<file path="src/design/tbfdc_pkg.sv">
// shared types, codes and constants of the tilt beacon frame decoder
`default_nettype none

package tbfdc_pkg;

	localparam int ENTRIES_DEF = 8;

	localparam int MAC_W     = 48;
	localparam int TIME_W    = 32;
	localparam int STALE_W   = 23;
	localparam int VALUE_W   = 17;
	localparam int STATUS_W  = 3;
	localparam int SLOT_W    = 3;
	localparam int CHAN_W    = 3;
	localparam int BIDX_W    = 5;
	localparam int AXES_W    = 48;
	localparam int NUM_AXES  = 6;

	localparam logic [STALE_W-1:0] STALE_RESET = 23'd60000;

	localparam logic [15:0] COMPANY_TILT  = 16'hFFFF;
	localparam logic [7:0]  PROTO_MARK    = 8'h01;
	localparam logic [7:0]  TYPE_MARK     = 8'hA7;
	localparam logic [7:0]  ANGLE_UNKNOWN = 8'hFF;

	// byte positions inside the manufacturer data, company prefix included
	localparam logic [BIDX_W-1:0] BI_PROTO   = 5'd2;
	localparam logic [BIDX_W-1:0] BI_FLAGS   = 5'd3;
	localparam logic [BIDX_W-1:0] BI_ANGLE   = 5'd4;
	localparam logic [BIDX_W-1:0] BI_BATT_LO = 5'd5;
	localparam logic [BIDX_W-1:0] BI_BATT_HI = 5'd6;
	localparam logic [BIDX_W-1:0] BI_TYPE    = 5'd8;
	localparam logic [BIDX_W-1:0] BI_AXES0   = 5'd9;
	localparam logic [BIDX_W-1:0] BI_LAST    = 5'd14;
	localparam logic [BIDX_W-1:0] BI_SAT     = 5'd31;

	localparam logic REQ_BYTE  = 1'b0;
	localparam logic REQ_QUERY = 1'b1;

	localparam logic [STATUS_W-1:0] ST_NOT_OURS = 3'd0;
	localparam logic [STATUS_W-1:0] ST_STORED   = 3'd1;
	localparam logic [STATUS_W-1:0] ST_FULL     = 3'd2;
	localparam logic [STATUS_W-1:0] ST_READ_OK  = 3'd3;
	localparam logic [STATUS_W-1:0] ST_NO_DATA  = 3'd4;

	localparam logic [CHAN_W-1:0] CH_ANGLE = 3'd0;
	localparam logic [CHAN_W-1:0] CH_TILT  = 3'd1;
	localparam logic [CHAN_W-1:0] CH_BATT  = 3'd2;
	localparam logic [CHAN_W-1:0] CH_X     = 3'd3;
	localparam logic [CHAN_W-1:0] CH_Y     = 3'd4;
	localparam logic [CHAN_W-1:0] CH_Z     = 3'd5;

	typedef struct packed {
		logic [7:0]        angle;
		logic              tilted;
		logic [15:0]       battery;
		logic [AXES_W-1:0] axes;
		logic [TIME_W-1:0] stamp;
	} entry_t;

	// controller to datapath
	typedef struct packed {
		logic take;    // item accepted this cycle
		logic commit;  // frame end: update table, load result, clear staging
		logic rd;      // query: read entry data
		logic finish;  // query: load result
	} cmd_t;

	// datapath to controller
	typedef struct packed {
		logic has_result;  // incoming item yields a result
		logic is_query;    // held item is a query
	} sts_t;

endpackage

`default_nettype wire

</file>
<file path="src/design/tbfdc_ctrl.sv">
// sequencing state machine of the frame decoder
`default_nettype none

module tbfdc_ctrl
	import tbfdc_pkg::*;
(
	input  wire  clk,
	input  wire  arst_n,
	input  wire  req_valid,
	output logic req_stall,
	output logic rsp_valid,
	input  wire  rsp_stall,
	input  sts_t sts,
	output cmd_t cmd
);

	typedef enum logic [2:0] {
		S_IDLE,
		S_CMP,
		S_ENC,
		S_ACT,
		S_READ
	} state_t;

	state_t state_q;
	logic   rsp_valid_q;
	logic   out_free;
	logic   take;

	assign req_stall = (state_q != S_IDLE);
	assign rsp_valid = rsp_valid_q;
	assign out_free  = !rsp_valid_q || !rsp_stall;
	assign take      = req_valid && (state_q == S_IDLE);

	always_comb begin
		cmd        = '0;
		cmd.take   = take;
		cmd.commit = (state_q == S_ACT) && !sts.is_query && out_free;
		cmd.rd     = (state_q == S_ACT) && sts.is_query;
		cmd.finish = (state_q == S_READ) && out_free;
	end

	always_ff @(posedge clk or negedge arst_n) begin
		if (!arst_n) begin
			state_q     <= S_IDLE;
			rsp_valid_q <= 1'b0;
		end else begin
			if (rsp_valid_q && !rsp_stall)
				rsp_valid_q <= 1'b0;
			case (state_q)
				S_IDLE: begin
					if (take && sts.has_result)
						state_q <= S_CMP;
				end
				S_CMP: state_q <= S_ENC;
				S_ENC: state_q <= S_ACT;
				S_ACT: begin
					if (sts.is_query) begin
						state_q <= S_READ;
					end else if (out_free) begin
						rsp_valid_q <= 1'b1;
						state_q     <= S_IDLE;
					end
				end
				S_READ: begin
					if (out_free) begin
						rsp_valid_q <= 1'b1;
						state_q     <= S_IDLE;
					end
				end
				default: state_q <= S_IDLE;
			endcase
		end
	end

endmodule

`default_nettype wire

</file>
<file path="src/design/tbfdc_dp.sv">
// staging registers, address table, entry memory and result register
`default_nettype none

module tbfdc_dp
	import tbfdc_pkg::*;
#(
	parameter int ENTRIES = ENTRIES_DEF
)(
	input  wire                       clk,
	input  wire                       arst_n,
	input  cmd_t                      cmd,
	output sts_t                      sts,
	input  wire                       cfg_we,
	input  wire  [STALE_W-1:0]        cfg_data,
	input  wire                       req_type,
	input  wire  [MAC_W-1:0]          mac,
	input  wire  [15:0]               company,
	input  wire  [7:0]                data_byte,
	input  wire                       last_byte,
	input  wire  [CHAN_W-1:0]         channel,
	input  wire  [TIME_W-1:0]         now_ms,
	output logic [STATUS_W-1:0]       status,
	output logic signed [VALUE_W-1:0] value,
	output logic [SLOT_W-1:0]         slot
);

	localparam int IDX_W = (ENTRIES > 1) ? $clog2(ENTRIES) : 1;
	localparam int CNT_W = $clog2(ENTRIES + 1);

	// configuration
	logic [STALE_W-1:0] stale_q;

	// held request
	logic               type_q;
	logic [MAC_W-1:0]   mac_q;
	logic [CHAN_W-1:0]  chan_q;
	logic [TIME_W-1:0]  now_q;
	logic               claim_q;

	// frame staging
	logic [BIDX_W-1:0]  bidx_q;
	logic               good_q;
	logic               tilt_q;
	logic [7:0]         angle_q;
	logic [15:0]        batt_q;
	logic [AXES_W-1:0]  axes_q;
	logic               good_next;

	// table
	logic [CNT_W-1:0]   fill_q;
	logic [MAC_W-1:0]   entry_mac_q [ENTRIES];
	entry_t             entry_mem [ENTRIES];
	logic [ENTRIES-1:0] match_s1;
	logic               hit_s2;
	logic [IDX_W-1:0]   idx_s2;
	entry_t             rd_s3;
	logic               enc_hit;
	logic [IDX_W-1:0]   enc_idx;
	logic               full;
	logic               do_write;
	logic [IDX_W-1:0]   wr_idx;
	entry_t             wr_entry;

	// result
	logic [STATUS_W-1:0]       status_q;
	logic signed [VALUE_W-1:0] value_q;
	logic [SLOT_W-1:0]         slot_q;
	logic [IDX_W+SLOT_W-1:0]   slot_ext;
	logic [TIME_W-1:0]         age;
	logic                      fresh;
	logic                      chan_ok;
	logic [VALUE_W-1:0]        chan_val;

	assign status = status_q;
	assign value  = value_q;
	assign slot   = slot_q;

	assign sts.has_result = (req_type == REQ_QUERY) || last_byte;
	assign sts.is_query   = (type_q == REQ_QUERY);

	always_ff @(posedge clk or negedge arst_n) begin
		if (!arst_n)
			stale_q <= STALE_RESET;
		else if (cfg_we)
			stale_q <= cfg_data;
	end

	always_ff @(posedge clk) begin
		if (cmd.take) begin
			type_q <= req_type;
			mac_q  <= mac;
			chan_q <= channel;
			now_q  <= now_ms;
		end
	end

	always_comb begin
		good_next = good_q;
		if (bidx_q == BI_PROTO && data_byte != PROTO_MARK)
			good_next = 1'b0;
		if (bidx_q == BI_TYPE && data_byte != TYPE_MARK)
			good_next = 1'b0;
	end

	always_ff @(posedge clk or negedge arst_n) begin
		if (!arst_n) begin
			bidx_q  <= '0;
			good_q  <= 1'b1;
			tilt_q  <= 1'b0;
			angle_q <= '0;
			batt_q  <= '0;
			axes_q  <= '0;
			claim_q <= 1'b0;
		end else if (cmd.commit) begin
			bidx_q  <= '0;
			good_q  <= 1'b1;
			tilt_q  <= 1'b0;
			angle_q <= '0;
			batt_q  <= '0;
			axes_q  <= '0;
		end else if (cmd.take && req_type == REQ_BYTE) begin
			good_q <= good_next;
			if (bidx_q == BI_FLAGS)
				tilt_q <= data_byte[0];
			if (bidx_q == BI_ANGLE)
				angle_q <= data_byte;
			if (bidx_q == BI_BATT_LO)
				batt_q[7:0] <= data_byte;
			if (bidx_q == BI_BATT_HI)
				batt_q[15:8] <= data_byte;
			for (int k = 0; k < NUM_AXES; k++) begin
				if (bidx_q == BI_AXES0 + BIDX_W'(k))
					axes_q[8*k +: 8] <= data_byte;
			end
			if (bidx_q != BI_SAT)
				bidx_q <= bidx_q + 1'b1;
			claim_q <= (company == COMPANY_TILT) && good_next && (bidx_q == BI_LAST);
		end
	end

	// parallel address compare over filled entries
	always_ff @(posedge clk) begin
		for (int i = 0; i < ENTRIES; i++)
			match_s1[i] <= (fill_q > CNT_W'(i)) && (entry_mac_q[i] == mac_q);
	end

	always_comb begin
		enc_hit = 1'b0;
		enc_idx = '0;
		for (int i = ENTRIES - 1; i >= 0; i--) begin
			if (match_s1[i]) begin
				enc_hit = 1'b1;
				enc_idx = IDX_W'(i);
			end
		end
	end

	always_ff @(posedge clk) begin
		hit_s2 <= enc_hit;
		idx_s2 <= enc_idx;
	end

	assign full     = (fill_q == CNT_W'(ENTRIES));
	assign do_write = cmd.commit && claim_q && (hit_s2 || !full);
	assign wr_idx   = hit_s2 ? idx_s2 : fill_q[IDX_W-1:0];

	always_comb begin
		wr_entry.angle   = angle_q;
		wr_entry.tilted  = tilt_q;
		wr_entry.battery = batt_q;
		wr_entry.axes    = axes_q;
		wr_entry.stamp   = now_q;
	end

	always_ff @(posedge clk or negedge arst_n) begin
		if (!arst_n)
			fill_q <= '0;
		else if (do_write && !hit_s2)
			fill_q <= fill_q + 1'b1;
	end

	always_ff @(posedge clk) begin
		if (do_write && !hit_s2)
			entry_mac_q[wr_idx] <= mac_q;
	end

	always_ff @(posedge clk) begin
		if (do_write)
			entry_mem[wr_idx] <= wr_entry;
		if (cmd.rd)
			rd_s3 <= entry_mem[idx_s2];
	end

	// query evaluation on the read entry
	assign age   = now_q - rd_s3.stamp;
	assign fresh = age < {{(TIME_W-STALE_W){1'b0}}, stale_q};

	always_comb begin
		chan_ok  = 1'b1;
		chan_val = '0;
		case (chan_q)
			CH_ANGLE: begin
				chan_ok  = (rd_s3.angle != ANGLE_UNKNOWN);
				chan_val = {9'd0, rd_s3.angle};
			end
			CH_TILT: chan_val = {16'd0, rd_s3.tilted};
			CH_BATT: chan_val = {1'b0, rd_s3.battery};
			CH_X:    chan_val = {rd_s3.axes[15], rd_s3.axes[15:0]};
			CH_Y:    chan_val = {rd_s3.axes[31], rd_s3.axes[31:16]};
			CH_Z:    chan_val = {rd_s3.axes[47], rd_s3.axes[47:32]};
			default: chan_ok = 1'b0;
		endcase
	end

	always_comb begin
		slot_ext = '0;
		slot_ext[IDX_W-1:0] = cmd.finish ? idx_s2 : wr_idx;
	end

	always_ff @(posedge clk) begin
		if (cmd.commit) begin
			value_q <= '0;
			if (!claim_q) begin
				status_q <= ST_NOT_OURS;
				slot_q   <= '0;
			end else if (do_write) begin
				status_q <= ST_STORED;
				slot_q   <= slot_ext[SLOT_W-1:0];
			end else begin
				status_q <= ST_FULL;
				slot_q   <= '0;
			end
		end else if (cmd.finish) begin
			if (hit_s2 && fresh && chan_ok) begin
				status_q <= ST_READ_OK;
				value_q  <= chan_val;
				slot_q   <= slot_ext[SLOT_W-1:0];
			end else begin
				status_q <= ST_NO_DATA;
				value_q  <= '0;
				slot_q   <= '0;
			end
		end
	end

endmodule

`default_nettype wire

</file>
<file path="src/design/tilt_beacon_frame_decode_cache.sv">
// top level of the tilt beacon frame decoder and reading cache
// channels: request (req_valid/req_stall) carries one frame byte or one channel
// query per item; response (rsp_valid/rsp_stall) carries status, value, slot.
// a frame byte that is not the last is taken and gives no item.
// a response is valid once the last byte of a frame or a query has passed its
// steps: address compare, index encode, then table update or entry memory
// read and evaluate.
// the state machine holds one item at a time: after a last byte or a query the
// next item is taken once it is back in idle; plain bytes can arrive every cycle while idle.
// the response register is reloaded in the cycle an earlier response drains;
// while rsp_stall holds a response, the next result-producing item waits in its
// last step and req_stall stays high until it moves into the response register.
// cfg_data writes the 23-bit stale age limit on cfg_valid, always ready; write
// only while idle. reset empties the table, clears frame staging and sets the
// stale age limit to 60000 ms; no clearing pass is needed.
`default_nettype none

module tilt_beacon_frame_decode_cache
	import tbfdc_pkg::*;
#(
	parameter int ENTRIES = ENTRIES_DEF
)(
	input  wire                       clk,
	input  wire                       arst_n,
	input  wire                       cfg_valid,
	output logic                      cfg_ready,
	input  wire  [STALE_W-1:0]        cfg_data,
	input  wire                       req_valid,
	output logic                      req_stall,
	input  wire                       req_type,
	input  wire  [MAC_W-1:0]          mac,
	input  wire  [15:0]               company,
	input  wire  [7:0]                data_byte,
	input  wire                       last_byte,
	input  wire  [CHAN_W-1:0]         channel,
	input  wire  [TIME_W-1:0]         now_ms,
	output logic                      rsp_valid,
	input  wire                       rsp_stall,
	output logic [STATUS_W-1:0]       status,
	output logic signed [VALUE_W-1:0] value,
	output logic [SLOT_W-1:0]         slot
);

	cmd_t cmd;
	sts_t sts;

	assign cfg_ready = 1'b1;

	tbfdc_ctrl u_ctrl (
		.clk       (clk),
		.arst_n    (arst_n),
		.req_valid (req_valid),
		.req_stall (req_stall),
		.rsp_valid (rsp_valid),
		.rsp_stall (rsp_stall),
		.sts       (sts),
		.cmd       (cmd)
	);

	tbfdc_dp #(
		.ENTRIES (ENTRIES)
	) u_dp (
		.clk       (clk),
		.arst_n    (arst_n),
		.cmd       (cmd),
		.sts       (sts),
		.cfg_we    (cfg_valid && cfg_ready),
		.cfg_data  (cfg_data),
		.req_type  (req_type),
		.mac       (mac),
		.company   (company),
		.data_byte (data_byte),
		.last_byte (last_byte),
		.channel   (channel),
		.now_ms    (now_ms),
		.status    (status),
		.value     (value),
		.slot      (slot)
	);

endmodule

`default_nettype wire

</file>
<file path="config.mk">
export PLATFORM = sky130hd
export DESIGN_NAME = tilt_beacon_frame_decode_cache
export DESIGN_NICKNAME = d
export VERILOG_FILES = /design/src/design/tbfdc_pkg.sv /design/src/design/tbfdc_ctrl.sv /design/src/design/tbfdc_dp.sv /design/src/design/tilt_beacon_frame_decode_cache.sv
export SDC_FILE = /design/constraint.sdc
export NUM_CORES = 2
export LEC_CHECK = 0
export BUFFER_PORTS_ARGS = -buffer_cell sky130_fd_sc_hd__buf_2
export CORE_MARGIN = 2
export CORE_UTILIZATION = 55
export CTS_BUF_LIST = sky130_fd_sc_hd__clkbuf_4 sky130_fd_sc_hd__clkbuf_8
export CTS_CLUSTER_DIAMETER = 120
export DETAILED_ROUTE_END_ITERATION = 8
export GPL_ROUTABILITY_DRIVEN = 1
export GPL_TIMING_DRIVEN = 0
export PLACE_DENSITY = 0.83
export SKIP_CTS_REPAIR_TIMING = 1
export SYNTH_ARGS = -nofsm -noshare
export SYNTH_HDL_FRONTEND = slang
export SYNTH_SLANG_ARGS = --single-unit
</file>
<file path="constraint.sdc">
create_clock -name clk -period 12.7 [get_ports clk]
set_clock_uncertainty 0.15 [all_clocks]
set_input_delay 2.54 -clock clk [delete_from_list [all_inputs] [get_ports clk]]
set_output_delay 2.54 -clock clk [all_outputs]
set_load 0.01 [all_outputs]
</file>
==> flow_summary.yaml <==
detailed_routing:
  detail_route.iter0.violations: 4866
  wl_per_cell_um: 28.0
  route.detailed.drc: 2
  finalWirelength_um: 157000
  viasPerCell: 6.15
  vias: 34400
  dr.pass1.iters: 8
  detail-route-antenna-nets: 0
critical_path:
  worstPathMaxFanout: 25
  regToRegStartpoint: "u_dp.now_q[0]"
  startpoint_type: "primary input"
  crit_path_end: "u_dp.entry_mem[3][18]"
  crit_path_start: "rsp_stall"
  setup.worst_path.end_class: "flop"
  worstPathArrival_ps: 6620
  reg2reg_depth: 22
  cp.required_ps: 13120
  r2r_slack_ps: 7030
  critPathKind: "primary input to flop"
  timing.rr.end: "u_dp.slot[2]"
yosys:
  ys_seq_area_frac: 0.739
  synth.net_count: 3626
  syn_area_um2: 62200
  yosys.area.top_type: "edfxtp_1"
  syn_inst: 3425
  yosys.area.top_type_share: 0.685
  synth_top_cells_by_area: "edfxtp_1 68%, mux4_2 7.6%, dfrtp_1 4.1%"
  synth_warnings: 0
  synth-edff-count: 1419
  yosysUniqueCellTypes: 79
  synthArstFlopShare: 0.0712
  syn_area_per_cell_um2: 18.2
  ys_ff_latch: 1559
  synth_ff_type: "edfxtp_1"
worst_hold_path:
  min_path_cells: 2
  hold_path.class: "flop to flop"
power:
  ir_drop_mv: 0.128
  power.total_uw: 11300
  powerDensity_nw_per_um2: 158
  power.leakage_uw: 0.0231
placed_design:
  hpwl_um: 102000
  pre_cts_ws_ps: 5880
  io_buffer_count: 157
  gp_congestion: 0.921
global_route:
  overflow: 0
  grt_start_max_net_pins: 73
  grt_first_pass_wirelength_um: 228000
  first_global_vias: 35100
  antenna_found_initial: 4
  grt.total_usage: 0.271
sta:
  min_period_over_period: 0.488
  drv_slew: 0
  setup_violations: 0
  layout_min_cycle_time_ps: 6200
  tightestPinTransition_ps: 1360
  hold_violations: 0
  max_slew_margin: 0.0826
  tns_ps: 0
  rsz0062_at_grt: "no"
  holdWs_ps: 304
  setup_slack_ps: 6500
  max_freq_mhz: 161
clock_tree:
  cts_buffer_depth: 3
  numCtsBuffers: 233
  clock_latency_ps: 920
  htree_num_levels: 4
  clkSinkCount: 1559
  cts_root_buffer: "clkbuf_8"
  tritoncts: "done"
  clk_pin_slew_worst_paths_ps: 60
run_status:
  status: "finished with violations"
  violations: "design-rule violations"
floorplan:
  initial_core_util: 0.554
  placementRows: 123
  dieArea_um2: 116000
  core-area_um2: 112000
  top_level_ports: 163
  die_h_um: 340
  fp.dieW_um: 340
layout:
  areaGrowthSynthToFinish_pct: 14.5
  nFillCells: 7322
  drive_above_1_share: 0.248
  fin_util: 0.634
  nets: 4096
flow_run:
  drv_cap: 0
## cells by family (layout without fill, tap and decap cells)
group                      count (synthesis)  count (layout)  share of synthesized area
muxes                                    408             408                      0.110
adders and majority gates                 64              64                     0.0130
AOI/OAI and AO/OA                        228             228                     0.0246
xor gates and xnor gates                 404             404                     0.0569
DFF                                     1559            1559                      0.739
other                                      1               3                  0.0000603
buffers and inverters                    239             909                     0.0149
and+or+nand+nor                          522             522                     0.0417
## worst max-delay path: stages
cell,delay [ps]
buf_2,120
a21oi_1,140
clkbuf_1,720
nand3_1,780
nor2_1,330
nand2_1,290
nor2_4,830
buf_12,310
buf_12,250
buf_12,230
## cell usage after synthesis, types with 6 or more instances
| master | count |
|---|---|
| clkbuf_1 | 127 |
| edfxtp_1 | 1419 |
| dfrtp_1 | 103 |
| ha_1 | 63 |
| and2_1 | 7 |
| inv_1 | 78 |
| nand3_1 | 23 |
| xnor2_1 | 182 |
| nand4_1 | 71 |
| a21o_1 | 8 |
| a22oi_1 | 6 |
| dfstp_2 | 8 |
| a211oi_1 | 7 |
| dfxtp_1 | 29 |
| or2_2 | 6 |
| o21ai_2 | 15 |
| mux4_2 | 210 |
| o221ai_1 | 6 |
| buf_1 | 25 |
| nand2b_1 | 8 |
| nor2_1 | 131 |
| mux2_2 | 106 |
| a21oi_1 | 60 |
| o21ai_0 | 56 |
| nor4_1 | 71 |
| and3_1 | 6 |
| xor2_1 | 222 |
| o22ai_1 | 12 |
| nand2_1 | 130 |
| mux2i_1 | 92 |
| or3_1 | 6 |
| nor3_1 | 31 |
| nor2_2 | 6 |
| a31oi_1 | 6 |
| nor2b_1 | 6 |
## per-layer routing
| metal | wire (µm) | share of wire | global-route usage | up-vias |
|---|---|---|---|---|
| met5 | 0 | 0 | 0 | - |
| met4 | 6750 | 0.043 | 0.113 | 0 |
| met3 | 17600 | 0.11 | 0.0584 | 402 |
| met2 | 74100 | 0.47 | 0.426 | 2433 |
| met1 | 58100 | 0.37 | 0.370 | 17300 |
| li1 | - | - | - | 14300 |
## area by class of cell
class	count	area, µm²	share of cell area
Inverter	78	293	0.00411
Sequential cell	1559	46000	0.646
Timing Repair Buffer	235	2220	0.0312
Clock inverter	92	604	0.00849
Antenna cell	2	5.00	0.0000703
Tap cell	1500	1880	0.0264
Clock buffer	343	4160	0.0585
Buffer	161	634	0.00891
Multi-Input combinational cell	1627	15400	0.217
## how the worst min path moves through the flow
| stage | startpoint | end |
|---|---|---|
| final | u_dp.value[8] | u_dp.value[8] |
| after detailed placement | u_dp.value[5] | u_dp.value[5] |
| after CTS | u_dp.value[5] | u_dp.value[5] |
| after global routing | u_dp.value[8] | u_dp.value[8] |
| after global placement | u_dp.value[9] | u_dp.value[9] |
| after floorplan | u_dp.match_s1[0] | u_dp.idx_s2[0] |
## sequential cells by signal (all words and copies together) (netlist names), 4 cells and up
name	flops
u_dp.angle_q	8
u_dp.fill_q	4
u_dp.value	17
u_dp.entry_mac_q	384
u_dp.rd_s3	105
u_dp.entry_mem	840
u_dp.axes_q	48
u_dp.batt_q	16
u_dp.stale_q	23
u_dp.match_s1	8
u_dp.now_q	32
u_dp.bidx_q	5
u_dp.mac_q	48
## placed cells by master, fill, tap and decap left out, types with 7 or more instances in the layout
master    instances
o21ai_2          15
nand2_1         130
xor2_1          222
a21o_1            8
clkbuf_1        126
nor4_1           71
dfstp_2           8
clkbuf_8        254
buf_12           29
mux2i_1          92
ha_1             63
a21oi_1          60
nand2b_1          8
nor3_1           27
inv_1            78
buf_2           161
dfrtp_1         103
o21ai_0          56
a211oi_1          7
edfxtp_1       1419
buf_1            25
buf_16           18
nor2_4           12
dfxtp_1          29
clkbuf_4         89
nand3_1          23
buf_6            30
nand4_1          71
o22ai_1          12
clkinv_1         51
mux4_2          210
xnor2_1         182
mux2_2          106
nor2_1          119
clkinv_2         25
## metrics by stage
stage / cell area [µm²] / cells
after CTS: 71200 / 5595
after floorplan: 62200 / 3425
after global placement: 64900 / 5082
after detailed placement: 66400 / 5160
after global routing: 71200 / 5597
final: 71200 / 5597
## power breakdown
part	switching, µW	internal, µW	leakage, µW
registers	197	5800	0.0142
clock network	1960	2180	0.00254
logic	744	378	0.00641
(Power assumes the default switching activity.)
